## config.mk

```make
export PLATFORM = sky130hd
export DESIGN_NAME = etv_front
export DESIGN_NICKNAME = d
export VERILOG_FILES = /design/src/rtl/assert_macros.svh /design/src/rtl/etv_pkg.sv /design/src/rtl/etv_div.sv /design/src/rtl/etv_front.sv
export SDC_FILE = /design/constraint.sdc
export NUM_CORES = 2
export LEC_CHECK = 0
export ABC_AREA = 1
export BUFFER_PORTS_ARGS = -buffer_cell sky130_fd_sc_hd__clkbuf_2
export CAP_MARGIN = 10
export CORE_MARGIN = 4
export CORE_UTILIZATION = 58
export CTS_BUF_LIST = sky130_fd_sc_hd__clkbuf_2
export CTS_CLUSTER_DIAMETER = 40
export DETAILED_ROUTE_END_ITERATION = 10
export GPL_TIMING_DRIVEN = 0
export PLACE_DENSITY = 0.79
export SETUP_SLACK_MARGIN = 0.1
export SYNTH_ARGS = -nofsm -noshare
export SYNTH_HDL_FRONTEND = slang
export SYNTH_SLANG_ARGS = --single-unit
```

## constraint.sdc

```tcl
create_clock -name i_clk -period 77.8 [get_ports i_clk]
set_clock_uncertainty 0.05 [all_clocks]
set_input_delay 7.78 -clock i_clk [delete_from_list [all_inputs] [get_ports i_clk]]
set_output_delay 7.78 -clock i_clk [all_outputs]
set_load 0.02 [all_outputs]
```

## src/rtl/assert_macros.svh

```systemverilog
// ----------------------------------------------------------------------------
// Assertion macros
// Clocked assertion forms used by the top RTL file of the evaluator.
// ----------------------------------------------------------------------------
`ifndef ASSERT_MACROS_SVH
`define ASSERT_MACROS_SVH

// Check a property on every rising edge outside reset.
`define ETV_ASSERT(label, prop, msg) \
    label: assert property (@(posedge i_clk) disable iff (!i_rst_n) (prop)) \
        else $error(msg);

// Check that a condition leads to another at the next edge.
`define ETV_ASSERT_NEXT(label, pre, post, msg) \
    label: assert property (@(posedge i_clk) disable iff (!i_rst_n) \
        (pre) |=> (post)) else $error(msg);

`endif

```

## src/rtl/etv_pkg.sv

```systemverilog
// ----------------------------------------------------------------------------
// etv_pkg
// Types, codes and preset curves of the eased transition value evaluator.
// ----------------------------------------------------------------------------
package etv_pkg;

    localparam int BISECT_STEPS_DEF = 12;
    localparam int Q_DEPTH          = 4;

    localparam int IN_DATA_W  = 216;
    localparam int IN_USER_W  = 3;
    localparam int OUT_DATA_W = 24;
    localparam int OUT_USER_W = 2;

    localparam logic [2:0] KIND_LINEAR      = 3'd0;
    localparam logic [2:0] KIND_EASE        = 3'd1;
    localparam logic [2:0] KIND_EASE_IN     = 3'd2;
    localparam logic [2:0] KIND_EASE_OUT    = 3'd3;
    localparam logic [2:0] KIND_EASE_IN_OUT = 3'd4;
    localparam logic [2:0] KIND_BEZIER      = 3'd5;
    localparam logic [2:0] KIND_STEPS       = 3'd6;

    localparam logic [1:0] STEP_END      = 2'd0;
    localparam logic [1:0] STEP_END_HOLD = 2'd1;
    localparam logic [1:0] STEP_NONE     = 2'd2;
    localparam logic [1:0] STEP_BOTH     = 2'd3;

    localparam logic signed [31:0] VAL_MAX = 32'sd8388607;
    localparam logic signed [31:0] VAL_MIN = -32'sd8388608;

    typedef enum logic [1:0] {
        PH_DELAY  = 2'd0,
        PH_ACTIVE = 2'd1,
        PH_DONE   = 2'd2
    } t_phase;

    typedef struct packed {
        t_phase              phase;
        logic [9:0]          progress;
        logic signed [23:0]  sv;
        logic signed [23:0]  tv;
        logic [2:0]          kind;
        logic [16:0]         x1;
        logic signed [18:0]  y1;
        logic [16:0]         x2;
        logic signed [18:0]  y2;
        logic [9:0]          steps;
        logic [1:0]          mode;
    } t_job;

    typedef struct packed {
        logic signed [19:0] x1;
        logic signed [19:0] y1;
        logic signed [19:0] x2;
        logic signed [19:0] y2;
    } t_curve;

    typedef struct packed {
        t_phase              phase;
        logic [9:0]          progress;
        logic signed [23:0]  sv;
        logic signed [23:0]  tv;
        t_curve              curve;
        logic                use_bez;
        logic [10:0]         pre;
    } t_bjob;

    typedef struct packed {
        logic [32:0] lo;
        logic [32:0] hi;
        t_bjob       job;
    } t_bis;

    function automatic t_curve preset_curve(input logic [2:0] kind);
        t_curve c;
        case (kind)
            KIND_EASE:        c = '{20'sd16384, 20'sd6554, 20'sd16384, 20'sd65536};
            KIND_EASE_IN:     c = '{20'sd27525, 20'sd0, 20'sd65536, 20'sd65536};
            KIND_EASE_OUT:    c = '{20'sd0, 20'sd0, 20'sd38011, 20'sd65536};
            KIND_EASE_IN_OUT: c = '{20'sd27525, 20'sd0, 20'sd38011, 20'sd65536};
            default:          c = '{20'sd0, 20'sd0, 20'sd0, 20'sd0};
        endcase
        return c;
    endfunction

endpackage

```

## src/rtl/etv_div.sv

```systemverilog
// ----------------------------------------------------------------------------
// etv_div
// Pipelined restoring divider, one quotient bit per stage, side data carried.
// ----------------------------------------------------------------------------
module etv_div #(
    parameter int NW = 29,
    parameter int DW = 19,
    parameter int QW = 10,
    parameter int SW = 1
) (
    input  logic          i_clk,
    input  logic          i_rst_n,
    input  logic          i_en,
    input  logic          i_valid,
    input  logic [NW-1:0] i_num,
    input  logic [DW-1:0] i_den,
    input  logic [SW-1:0] i_side,
    output logic          o_valid,
    output logic [QW-1:0] o_quot,
    output logic [SW-1:0] o_side
);
    localparam int LW = NW + QW;

    logic [NW-1:0] r_rem  [QW];
    logic [QW-1:0] r_quot [QW];
    logic [DW-1:0] r_den  [QW];
    logic [SW-1:0] r_side [QW];
    logic [QW-1:0] r_v;

    for (genvar g = 0; g < QW; g++) begin : g_st
        logic [NW-1:0] rem_in;
        logic [QW-1:0] quot_in;
        logic [DW-1:0] den_in;
        logic [SW-1:0] side_in;
        logic          v_in;
        logic [LW-1:0] shd;
        logic [LW-1:0] rem_ext;
        logic          ge;
        logic [NW-1:0] n_rem;
        logic [QW-1:0] n_quot;

        if (g == 0) begin : g_first
            assign rem_in  = i_num;
            assign quot_in = '0;
            assign den_in  = i_den;
            assign side_in = i_side;
            assign v_in    = i_valid;
        end else begin : g_next
            assign rem_in  = r_rem[g-1];
            assign quot_in = r_quot[g-1];
            assign den_in  = r_den[g-1];
            assign side_in = r_side[g-1];
            assign v_in    = r_v[g-1];
        end

        assign shd     = LW'(den_in) << (QW - 1 - g);
        assign rem_ext = {{QW{1'b0}}, rem_in};
        assign ge      = rem_ext >= shd;

        always_comb begin
            n_rem  = ge ? NW'(rem_ext - shd) : rem_in;
            n_quot = ge ? (quot_in | (QW'(1) << (QW - 1 - g))) : quot_in;
        end

        always_ff @(posedge i_clk) begin
            if (!i_rst_n) begin
                r_v[g] <= 1'b0;
            end else if (i_en) begin
                r_v[g] <= v_in;
            end
        end

        always_ff @(posedge i_clk) begin
            if (i_en) begin
                r_rem[g]  <= n_rem;
                r_quot[g] <= n_quot;
                r_den[g]  <= den_in;
                r_side[g] <= side_in;
            end
        end
    end

    assign o_valid = r_v[QW-1];
    assign o_quot  = r_quot[QW-1];
    assign o_side  = r_side[QW-1];

endmodule

```

## src/rtl/etv_front.sv

```systemverilog
// ----------------------------------------------------------------------------
// etv_front
// Accept items, convert times to ticks, classify the phase, divide progress.
// ----------------------------------------------------------------------------
module etv_front (
    input  logic                i_clk,
    input  logic                i_rst_n,
    input  logic                i_valid,
    output logic                o_ready,
    input  logic [31:0]         i_elapsed,
    input  logic signed [23:0]  i_delay,
    input  logic [22:0]         i_duration,
    input  etv_pkg::t_job       i_job,
    input  logic                i_full,
    output logic                o_valid,
    output etv_pkg::t_job       o_job
);
    logic en;

    logic               r0_v, r1_v, r2_v;
    logic [31:0]        r0_elapsed, r1_elapsed;
    logic signed [23:0] r0_delay;
    logic [22:0]        r0_dur;
    etv_pkg::t_job      r0_job, r1_job, r2_job;
    logic [18:0]        r1_dt;
    logic               r1_zero;
    logic [19:0]        r1_dmag;
    logic               r1_dneg;
    logic [28:0]        r2_num;
    logic [18:0]        r2_den;

    logic [23:0]        w_dabs;
    logic [15:0]        w_dfrac, w_ufrac;
    logic [18:0]        w_dur_ticks;
    logic [19:0]        w_dly_ticks;
    logic signed [33:0] w_dly, w_eff;
    etv_pkg::t_job      n_job;
    logic [28:0]        n_num;

    logic [$bits(etv_pkg::t_job)-1:0] w_dside;
    logic [9:0]                       w_quot;
    etv_pkg::t_job                    w_djob;

    // Hold the whole front when its result cannot enter the queue.
    assign en      = !o_valid || !i_full;
    assign o_ready = en;

    // Seconds in Q.10 to 60 Hz ticks, rounded.
    assign w_dabs      = r0_delay[23] ? 24'(-r0_delay) : 24'(r0_delay);
    assign w_ufrac     = {6'b0, r0_dur[9:0]} * 16'd60 + 16'd512;
    assign w_dfrac     = {6'b0, w_dabs[9:0]} * 16'd60 + 16'd512;
    assign w_dur_ticks = {6'b0, r0_dur[22:10]} * 19'd60 + {13'b0, w_ufrac[15:10]};
    assign w_dly_ticks = {6'b0, w_dabs[23:10]} * 20'd60 + {14'b0, w_dfrac[15:10]};

    assign w_dly = r1_dneg ? -$signed({14'b0, r1_dmag}) : $signed({14'b0, r1_dmag});
    assign w_eff = $signed({2'b00, r1_elapsed}) - w_dly;

    always_comb begin
        n_job = r1_job;
        n_num = '0;
        if (r1_zero) begin
            n_job.phase = etv_pkg::PH_DONE;
        end else if (w_eff < 0) begin
            n_job.phase = etv_pkg::PH_DELAY;
        end else if (w_eff >= $signed({15'b0, r1_dt})) begin
            n_job.phase = etv_pkg::PH_DONE;
        end else begin
            n_job.phase = etv_pkg::PH_ACTIVE;
            n_num       = {w_eff[18:0], 10'b0};
        end
    end

    always_ff @(posedge i_clk) begin
        if (!i_rst_n) begin
            r0_v <= 1'b0;
            r1_v <= 1'b0;
            r2_v <= 1'b0;
        end else if (en) begin
            r0_v <= i_valid;
            r1_v <= r0_v;
            r2_v <= r1_v;
        end
    end

    always_ff @(posedge i_clk) begin
        if (en) begin
            r0_elapsed <= i_elapsed;
            r0_delay   <= i_delay;
            r0_dur     <= i_duration;
            r0_job     <= i_job;
            r1_elapsed <= r0_elapsed;
            r1_job     <= r0_job;
            r1_zero    <= r0_dur == '0;
            r1_dt      <= (r0_dur != '0 && w_dur_ticks == '0) ? 19'd1 : w_dur_ticks;
            r1_dmag    <= w_dly_ticks;
            r1_dneg    <= r0_delay[23];
            r2_job     <= n_job;
            r2_num     <= n_num;
            r2_den     <= r1_dt;
        end
    end

    etv_div #(
        .NW(29),
        .DW(19),
        .QW(10),
        .SW($bits(etv_pkg::t_job))
    ) u_div (
        .i_clk   (i_clk),
        .i_rst_n (i_rst_n),
        .i_en    (en),
        .i_valid (r2_v),
        .i_num   (r2_num),
        .i_den   (r2_den),
        .i_side  (r2_job),
        .o_valid (o_valid),
        .o_quot  (w_quot),
        .o_side  (w_dside)
    );

    always_comb begin
        w_djob          = etv_pkg::t_job'(w_dside);
        w_djob.progress = w_quot;
        o_job           = w_djob;
    end

endmodule

```

==> flow_summary.ini <==
[logic_synthesis]
synthSimpleGateAreaFrac_pct = 8.00
yosys.area.top_type_share_pct = 75.3
ys_seq_elements = 2422
syn_nets = 7193
synth_edf_count = 2409
synthDistinctLibCells = 63
synthFlopType = edfxtp_1
synthArstFlopShare_pct = 0
syn_avg_cell_area_um2 = 14.7
ys_warn_count = 0
synthTopCellsByCount = edfxtp_1, nand2_1, inv_1
synth-seq-area-share_pct = 75.6
synth_area_leaders = edfxtp_1, ha_1, nand2_1
syn_area_mm2 = 0.0961
synth_area_leader_cell = edfxtp_1
netlist_instances = 6534
synthAdderAreaFrac_pct = 6.26
yosys.area_share.xor_xnor_pct = 2.41
synth_compound_area_share_pct = 4.46
yosysMostFrequentCell = edfxtp_1
muxShareOfSynthArea_pct = 0
synth_top_family_by_area = simple AND/OR/NAND/NOR gates

[layout]
n_fill_cell = 12100
drive_above_1_share_pct = 17.8
synthToLayoutAreaGrowth_pct = 10.7
fin_area_mm2 = 0.106
final_nets = 8170

[route]
drc = 0
drt_iter0_drc = 2909
wl_per_cell_um = 16.8
drtPass1Iterations = 7
ant_nets = 0
postRouteWirelength_mm = 169
vias_per_cell = 5.04
vias = 50800

[critical_path]
critPathCaptureType = primary output
crit_fanout = 127
crit_type = in -> out
crit_required_ns = 69.97
start_kind = primary input
cp.arrival_ns = 11.02

[floorplan]
die-width_um = 415
rows = 149
die_h_um = 415
core-area_mm2 = 0.165
die_area_mm2 = 0.172
start_util_pct = 58.3
io_pins = 379

[clock_network]
ctsRootBufferMaster = clkbuf_2
clock_latency_ns = 1.76
cts_buffers = 588
htree_num_levels = 6
cts_tree = yes
clk_pin_slew_ns = 0.10
post_cts_buffers = 0
clock_path_buffers = 4
cts-hold-fix-buffers = 0
cts_resized = 0
clock-sinks = 2422

[global_routing]
grt_pass1_wl_mm = 269
overflow = 0
grt_max_degree = 134
antenna_found_initial = 2
track_usage_pct = 19.8
grt_pass1_vias = 52700

[flow_run]
cap_viol_max_count = 0

[sta]
slew-limit-headroom_pct = 20.2
rsz0062_at_grt = no
fin_crit_sh_pct = 24.2
worstMarginPinSlew_ns = 1.18
hold_viol = 0
period_needed_ns = 18.85
setup_violations = 0
fmax_mhz = 53.1
fin_setup_tns_ns = 0
maxSlewViolCount = 0

[power]
ir_worst_vdd_mv = 0.0219
p_leak_nw = 44.9
powerDensity_mw_per_mm2 = 32.8

[placement]
hpwlAfterDp_mm = 121
portBuffers = 366
globalplace.congestion = 0.906
placed_area_mm2 = 0.101

[min_path]
hp-class = reg -> reg

[run_status]
run_status = finished, final reports clean
## registers in the layout, indices dropped and copies added, names as in the netlist
register and flops:
u_div.r_side 1370, u_div.r_rem 216, u_div.r_den 171, r2_job 137, n_job 135, r0_job 135
u_div.r_quot 55, r0_elapsed 32, r1_elapsed 32, r0_delay 24, r0_dur 23, r1_dmag 20
r1_dt 19, r2_den 19, r2_num 19, u_div.g_st.v_in 9, r0_v 1, r1_dneg 1
r1_v 1, r1_zero 1, r2_v 1, u_div.o_valid 1
## layer usage
layer | wire [um] | track usage [%]
met2 | 89400 | 35.6
met1 | 65700 | 22.1
met3 | 7090 | 4.24
met4 | 7210 | 10.1
met5 | 0 | 0
## through the flow
stage / hold WS (ns) / std cells / utilization (%) / total power, W / setup slack (ns)
after CTS: 0.244 / 10100 / 64.6 / 0.00354 / 58.94
final: 0.248 / 10100 / 64.6 / 0.00349 / 58.95
after floorplan: 0.350 / 6534 / - / 0.00244 / 32.00
after global placement: 0.350 / 9089 / 61.1 / 0.00270 / 17.78
after global routing: 0.251 / 10100 / 64.6 / 0.00376 / 58.68
after detailed placement: 0.355 / 9110 / 61.4 / 0.00273 / 58.95
## layout make-up
class                      count  area (um^2)  share of cell area, %
clock inverter               127          910                  0.855
antenna                        7         17.5                 0.0165
sequential                  2422        72600                   68.2
inverter                     788         2960                   2.78
clock buffer                 847         4240                   3.98
multi-input combinational   3280        20300                   19.1
buffer                        44          229                  0.215
tap                         2189         2740                   2.57
timing repair buffer         387         2410                   2.26
## logic make-up after synthesis
logic type / Yosys count
flip-flops: 2422
AND/OR/NAND/NOR: 1811
buffers and inverters: 832
AO/OA/AOI/OAI: 776
adder cells (fa/ha/maj): 429
XOR/XNOR: 264
## placed cells by master (no fill, tap or decap), types with 24 or more instances in the layout
master    count
fa_1         86
clkinv_2     24
nand4_1      67
inv_1       783
nor2_1      384
nand2_1     976
a21o_1       28
edfxtp_1   2409
clkinv_1     72
ha_1        343
o21bai_1     25
nor4_1       28
nand3_1     197
clkbuf_2   1213
xor2_1      152
nor3_1       56
a21oi_1     302
xnor2_1     111
o21ai_0     315
or2_2        32
## power by group
group          internal, W  switching [W]  leakage, nW
combinational     0.000347       0.000614         15.0
sequential         0.00164      0.0000916         25.9
clock             0.000335       0.000460         3.97
total              0.00232        0.00117         44.9
## critical path, cell delays in order
cell and delay, ns:
clkbuf_2 0.08, nand2_1 0.13, clkbuf_8 0.49, buf_16 0.47
buf_16 0.46, buf_16 0.43, buf_16 0.46, clkbuf_2 0.28
## final timing paths
| path | to | from | cells after the start | slack, ns |
|---|---|---|---|---|
| worst max register to register | r1_dmag[13]$_DFFE_PP_ | r0_delay[23]$_DFFE_PP_ | 30 | 71.30 |
| worst min-delay path | r2_job[75]$_DFFE_PP_ | n_job[75]$_DFFE_PP_ | 0 | 0.25 |
| worst max-delay path | o_ready | i_full | 8 | 58.95 |
| worst min register to register | r2_job[75]$_DFFE_PP_ | n_job[75]$_DFFE_PP_ | 0 | 0.25 |
No activity file was read; power rests on OpenSTA's default activity.
